[src/hw/rtl/cpr_pkg.sv]
`default_nettype none

package cpr_pkg;

    localparam int VAL_W     = 32;
    localparam int XW        = 40;
    localparam int PW        = 72;
    localparam int SQ_IN_W   = 68;
    localparam int SQ_STEPS  = 34;
    localparam int SQ_REM_W  = 36;
    localparam int DIV_NUM_W = 64;
    localparam int DIV_DEN_W = 34;
    localparam int DIV_Q_W   = 31;
    localparam int DIV_REM_W = 34;
    localparam int IMP_STAGES = 8;
    localparam logic signed [31:0] ONE_PLUS_E_Q30 = 32'sd1717986918;

    typedef struct packed {
        logic signed [31:0] a_pos_x;
        logic signed [31:0] a_pos_y;
        logic signed [31:0] a_vel_x;
        logic signed [31:0] a_vel_y;
        logic [31:0]        a_diameter;
        logic [31:0]        a_mass;
        logic signed [31:0] b_pos_x;
        logic signed [31:0] b_pos_y;
        logic signed [31:0] b_vel_x;
        logic signed [31:0] b_vel_y;
        logic [31:0]        b_diameter;
        logic [31:0]        b_mass;
    } t_in;

    typedef struct packed {
        logic signed [31:0] new_a_pos_x;
        logic signed [31:0] new_a_pos_y;
        logic signed [31:0] new_a_vel_x;
        logic signed [31:0] new_a_vel_y;
        logic signed [31:0] new_b_pos_x;
        logic signed [31:0] new_b_pos_y;
        logic signed [31:0] new_b_vel_x;
        logic signed [31:0] new_b_vel_y;
        logic               hit;
        logic               impulse_applied;
    } t_out;

    typedef struct packed {
        t_in                orig;
        logic               sx;
        logic               sy;
        logic [32:0]        mdx;
        logic [32:0]        mdy;
        logic [32:0]        s;
        logic signed [32:0] rvx;
        logic signed [32:0] rvy;
        logic [32:0]        msum;
        logic [63:0]        wnum_a;
        logic [63:0]        wnum_b;
        logic               hit;
        logic               nz;
    } t_side_a;

    typedef struct packed {
        t_in                orig;
        logic               sx;
        logic               sy;
        logic signed [32:0] rvx;
        logic signed [32:0] rvy;
        logic               msum_z;
        logic               hit;
        logic               ok;
        logic [33:0]        ovp;
    } t_side_b;

    typedef struct packed {
        t_in                orig;
        logic               hit;
        logic               ok;
        logic [33:0]        ovp;
        logic signed [32:0] rvx;
        logic signed [32:0] rvy;
        logic signed [31:0] nx;
        logic signed [31:0] ny;
        logic [30:0]        wa;
        logic [30:0]        wb;
    } t_imp;

    typedef struct packed {
        t_in                orig;
        logic               hit;
        logic               imp;
        logic signed [31:0] nx;
        logic signed [31:0] ny;
        logic [30:0]        wa;
        logic [30:0]        wb;
    } t_ctx;

    function automatic logic signed [PW-1:0] smul(input logic signed [XW-1:0] a,
                                                  input logic signed [31:0] b);
        return PW'(a) * PW'(b);
    endfunction

    // Shift right by k with the magnitude rounded half away from zero.
    function automatic logic signed [XW-1:0] rshr(input logic signed [PW-1:0] p,
                                                  input int unsigned k);
        logic signed [PW-1:0] t;
        t = p + (PW'(1) << (k - 1)) - PW'(p[PW-1]);
        return XW'(t >>> k);
    endfunction

    function automatic logic signed [31:0] sat32(input logic signed [XW-1:0] v);
        logic signed [31:0] r;
        if (v > 40'sd2147483647) begin
            r = 32'sh7fffffff;
        end else if (v < -40'sd2147483648) begin
            r = 32'sh80000000;
        end else begin
            r = v[31:0];
        end
        return r;
    endfunction

endpackage

`default_nettype wire

[src/hw/rtl/cpr_sqrt.sv]
`default_nettype none

module cpr_sqrt (
    input  wire logic                         i_clk,
    input  wire logic                         i_rst_n,
    input  wire logic                         i_valid,
    input  wire logic [cpr_pkg::SQ_IN_W-1:0]  i_rad,
    output logic                              o_valid,
    output logic [cpr_pkg::SQ_STEPS-1:0]      o_root
);
    import cpr_pkg::*;

    logic                 r_v    [0:SQ_STEPS-1];
    logic [SQ_REM_W-1:0]  r_rem  [0:SQ_STEPS-1];
    logic [SQ_STEPS-1:0]  r_root [0:SQ_STEPS-1];
    logic [SQ_IN_W-1:0]   r_rad  [0:SQ_STEPS-1];

    genvar gk;
    for (gk = 0; gk < SQ_STEPS; gk++) begin : g_st
        logic                src_v;
        logic [SQ_REM_W-1:0] src_rem;
        logic [SQ_STEPS-1:0] src_root;
        logic [SQ_IN_W-1:0]  src_rad;
        logic [SQ_REM_W+1:0] rem_t;
        logic [SQ_REM_W+1:0] trial;
        logic                ge;
        logic [SQ_REM_W+1:0] diff;

        if (gk == 0) begin : g_first
            assign src_v    = i_valid;
            assign src_rem  = '0;
            assign src_root = '0;
            assign src_rad  = i_rad;
        end else begin : g_next
            assign src_v    = r_v[gk-1];
            assign src_rem  = r_rem[gk-1];
            assign src_root = r_root[gk-1];
            assign src_rad  = r_rad[gk-1];
        end

        always_comb begin
            rem_t = {src_rem, src_rad[SQ_IN_W-1 -: 2]};
            trial = {2'b00, src_root, 2'b01};
            ge    = (rem_t >= trial);
            diff  = rem_t - trial;
        end

        always_ff @(posedge i_clk) begin
            if (!i_rst_n) begin
                r_v[gk] <= 1'b0;
            end else begin
                r_v[gk] <= src_v;
            end
        end

        always_ff @(posedge i_clk) begin
            r_rem[gk]  <= ge ? diff[SQ_REM_W-1:0] : rem_t[SQ_REM_W-1:0];
            r_root[gk] <= {src_root[SQ_STEPS-2:0], ge};
            r_rad[gk]  <= {src_rad[SQ_IN_W-3:0], 2'b00};
        end
    end

    assign o_valid = r_v[SQ_STEPS-1];
    assign o_root  = r_root[SQ_STEPS-1];

endmodule

`default_nettype wire

[config.mk]
export PLATFORM = sky130hd
export DESIGN_NAME = cpr_sqrt
export DESIGN_NICKNAME = d
export VERILOG_FILES = /design/src/hw/rtl/cpr_pkg.sv /design/src/hw/rtl/cpr_sqrt.sv
export SDC_FILE = /design/constraint.sdc
export NUM_CORES = 2
export LEC_CHECK = 0
export ABC_CLOCK_PERIOD_IN_PS = 3800
export BUFFER_PORTS_ARGS = -buffer_cell sky130_fd_sc_hd__buf_2
export CAP_MARGIN = 15
export CORE_AREA = 2 2 429 431
export DETAILED_ROUTE_END_ITERATION = 10
export DIE_AREA = 0 0 431 433
export PLACE_DENSITY = 0.76
export REMOVE_ABC_BUFFERS = 1
export SLEW_MARGIN = 25
export SYNTH_ARGS = -nofsm -noshare
export SYNTH_HDL_FRONTEND = slang
export SYNTH_MEMORY_MAX_BITS = 65536
export SYNTH_SLANG_ARGS = --single-unit
[constraint.sdc]
create_clock -name i_clk -period 3.8 [get_ports i_clk]
set_input_delay 0.19 -clock i_clk [delete_from_list [all_inputs] [get_ports i_clk]]
set_output_delay 0.19 -clock i_clk [all_outputs]
set_load 0.03 [all_outputs]
==> results.md <==
- outcome: finished clean
- required time of the critical path: 4.55 ns
- leading register cell type out of synthesis: sky130_fd_sc_hd__dfxtp_1
- half-perimeter wire length after placement: 179,700 um
- number of flops mapped to enable cells by yosys: 0
- commonest cells after routing, fill and taps aside: 2,886 x sky130_fd_sc_hd__dfxtp_1, 785 x sky130_fd_sc_hd__inv_1, 773 x sky130_fd_sc_hd__nand2_1, 632 x sky130_fd_sc_hd__ha_1, 612 x sky130_fd_sc_hd__nor2_1
- initial standard-cell utilization of the core: 57.74%
- Seq. cell area: 57,780 um^2
- most common library cell in the layout ignoring fill and taps: sky130_fd_sc_hd__dfxtp_1
- Placeable Area: 182,100 um^2
- Total GRT Usage: 25.85%
- clock latency on the worst-skew pair: 0.94 ns
- Area growth, synth to finish: 14.43%
- post-synthesis sequential area ratio: 54.95%
- number of distinct library cells after synthesis: 98
- first-pass GRT wire length: 387,500 um
- largest incremental delay on the critical path: 0.85 ns
- final instance count without filler cells: 13,460
- Hold Path Depth: 2
- die boundary height: 433 um
- post-synthesis simple-gate area fraction: 13.13%
- sequence of cells on the critical path: inv_1 -> ha_1 -> nand4_1 -> inv_1 -> nand2_1 -> or2_2 -> nor4_1 -> a41o_1 -> a21oi_4 -> buf_12 -> o41ai_1
- Top Ports: 106
- final cycle utilization of the critical path: 96.18%
- die width: 431 um
- Pre-antenna DRT Iters: 6
- dominant combinational cell family by area after synthesis: simple AND/OR/NAND/NOR gates
- total power density per cell area: 659.4 nW/um^2
- critical path class: reg2reg
- Max H-tree Level: 5
- Row Count: 157
- share of the synthesized netlist area taken by xor and xnor gates: 7.887%
- arrival time of data at the critical path endpoint: 4.40 ns
- buffers from clock root to sink, at most: 4
- remaining antenna violation count: 0
- quantity of I/O buffers inserted on ports: 105
- maximum number of pins on one net before global-route repair: 56
- number of cells on the worst reg-to-reg path: 11
- number of antenna violations at the first check in global routing: 7
- TritonCTS clock tree: done
- maximum frequency from static timing analysis: 273.6 MHz
- setup_tns: 0 ns
- layout filler cell count: 14,070
- number of placed instances with taps included: 12,800
- number of warnings reported in the yosys synthesis log: 0
- number of buffers inserted during clock tree synthesis: 299
- number of remaining DRC errors: 0
- WP buf/inv: 3
- average via count per standard cell: 5.430
- overall overflow remaining after global route: 0
- total power consumption of the routed design: 79.34 mW
- detail-routed net length per standard cell: 18.11 um
- peak ir drop on the vdd network: 0.0005050 V
- multi-input combinational cell area: 43,850 um^2
- type of the worst min-delay path: in2reg
- post-synthesis sequential element count: 2,886
- arithmetic-cell share of the synthesized area counting full adders, half adders and majority gates: 7.521%
- WP depth: 11
- routed wire length: 243,800 um
- Final Hold Fails: 0
- number of instances in the synthesized netlist: 10,360
- minimum clock period after layout: 3.655 ns
- master cell of the clock root buffer: sky130_fd_sc_hd__clkbuf_16
- die area: 186,600 um^2
- Max Clock Skew: 0.06193 ns
- endpoint class of the critical path: flip-flop
- number of DRC markers in iteration 0: 5,157
- Post-layout nets: 11,560
- final setup fails: 0
- multiplexer fraction of the synthesized cell area: 0.8782%
- syn_area_per_cell: 10.15 um^2
- clock transition time at the flip-flop clock pins of the worst setup and hold paths: 0.06 ns
- synthesized cell area: 105,100 um^2
- Max Fanout on Critical Path: 51
- proportion of synthesized flip-flops having asynchronous set or reset: 0%
- unrepaired setup endpoints after global routing: false
- final count of pins violating max slew: 0
- Lkg Pwr: 56.70 nW
- Top Family by Delay on Critical Path: compound AO/OA/AOI/OAI gates
- startpoint types: flip-flop
- share of layout cells above drive strength 1: 8.166%
- count of max-cap constraint violations: 0
- relative slew slack: 39.56%
- clk sink count: 2,886
- number of global-route vias before repair: 73,000
- complex-gate fraction of the synthesized area: 12.10%
- slew at the pin with the worst max-slew slack: 0.8984 ns
- total number of vias: 73,080
- routability-driven placement congestion ratio: 0.9512
- Max stage delay cell, worst path: sky130_fd_sc_hd__o41ai_1
- CP most frequent cell: sky130_fd_sc_hd__inv_1
==> synth_stat cells (65+ instances only) <==
cell	n	area [um^2]
sky130_fd_sc_hd__xnor2_1	472	4134
sky130_fd_sc_hd__or3_1	110	688.2
sky130_fd_sc_hd__nor3_1	262	1311
sky130_fd_sc_hd__and3_1	66	412.9
sky130_fd_sc_hd__a21oi_1	583	2918
sky130_fd_sc_hd__nand3_1	178	890.9
sky130_fd_sc_hd__nor4_1	125	782.0
sky130_fd_sc_hd__o21ai_0	593	2968
sky130_fd_sc_hd__a21o_1	263	1974
sky130_fd_sc_hd__xor2_1	473	4143
sky130_fd_sc_hd__o31ai_1	69	518.0
sky130_fd_sc_hd__inv_1	785	2947
sky130_fd_sc_hd__ha_1	632	7908
sky130_fd_sc_hd__nand4_1	99	619.3
sky130_fd_sc_hd__and2_1	65	406.6
sky130_fd_sc_hd__o21a_1	133	998.5
sky130_fd_sc_hd__nor2b_1	89	556.8
sky130_fd_sc_hd__nand2b_1	127	794.5
sky130_fd_sc_hd__dfxtp_1	2886	57780
sky130_fd_sc_hd__or4_1	74	555.5
sky130_fd_sc_hd__mux2_2	66	743.2
sky130_fd_sc_hd__nand2_1	773	2902
sky130_fd_sc_hd__nor2_1	613	2301
sky130_fd_sc_hd__clkbuf_1	156	585.6
==> power by group <==
part           total [mW]  switching [mW]  internal [mW]
clock                28.7            11.6           17.1
sequential           38.8            3.79           35.0
combinational        11.9            6.47           5.39
==> per-stage QoR <==
step           hold slack (ns)  worst slack, ns  cell area (um^2)  utilization (%)
4_1_cts                0.02530          0.08259            120300            66.05
5_1_grt                0.04560         0.006830            120300            66.07
2_1_floorplan           0.2177           -1.520            104400                -
3_3_place_gp            0.2917          0.06717            109200            59.96
3_5_place_dp            0.2936           0.1325            109200            59.96
6_report               0.08497           0.1452            120300            66.07
==> worst register-to-register path, stage by stage, from the launching register on <==
cell	delay [ns]
sky130_fd_sc_hd__dfxtp_1	0.37
sky130_fd_sc_hd__inv_1	0.06
sky130_fd_sc_hd__ha_1	0.42
sky130_fd_sc_hd__nand4_1	0.18
sky130_fd_sc_hd__inv_1	0.12
sky130_fd_sc_hd__nand2_1	0.08
sky130_fd_sc_hd__or2_2	0.31
sky130_fd_sc_hd__nor4_1	0.53
sky130_fd_sc_hd__a41o_1	0.32
sky130_fd_sc_hd__a21oi_4	0.06
sky130_fd_sc_hd__buf_12	0.21
sky130_fd_sc_hd__o41ai_1	0.87
==> cell families (layout without fill, tap and decap cells) <==
group | Yosys count | after routing
muxes | 83 | 83
DFF | 2886 | 2886
and+or+nand+nor | 2778 | 2778
xor gates and xnor gates | 946 | 946
buffers and inverters | 974 | 1688
other | 1 | 4
AOI/OAI and AO/OA | 2056 | 2056
adders and majority gates | 632 | 632
==> cell type report <==
cell class                 instances  share of cell area, %
antenna                            3               0.006240
inverter                         788                  2.458
sequential                      2886                  48.02
tap                             2385                  2.480
multi-input combinational       6496                  36.44
clock inverter                   103                 0.8985
clock buffer                     416                  7.158
timing repair buffer             381                  2.536
==> path summary, 6_finish.rpt <==
check | from | end | slack [ns]
worst min register to register | r_rad[0][24] | r_rad[1][26] | 0.30
worst max register to register | r_root[21][18] | r_rem[22][7] | 0.15
worst max-delay path | r_root[21][18] | r_rem[22][7] | 0.15
worst min-delay path | i_rad[40] | r_rad[0][40] | 0.08
==> metal layers <==
metal | vias to the layer above | part of all wire, % | GRT usage, %
li1 | 36400 | - | -
met1 | 34240 | 43 | 32.06
met2 | 1916 | 48 | 44.45
met3 | 520 | 4.7 | 4.037
met4 | 4 | 4.2 | 11.36
met5 | - | 0.011 | 0
==> sequential cells by signal, summed over array words and instances (netlist names) <==
signal / count
r_root: 595
r_v: 34
r_rem: 1135
r_rad: 1122
==> what timing repair did <==
action	CTS	global route
hold endpoints to repair	103	0
resized for setup	0	10
endpoints found under the setup margin	0	42
setup buffers	0	0
hold buffers	140	0
(Power assumes the default switching activity.)
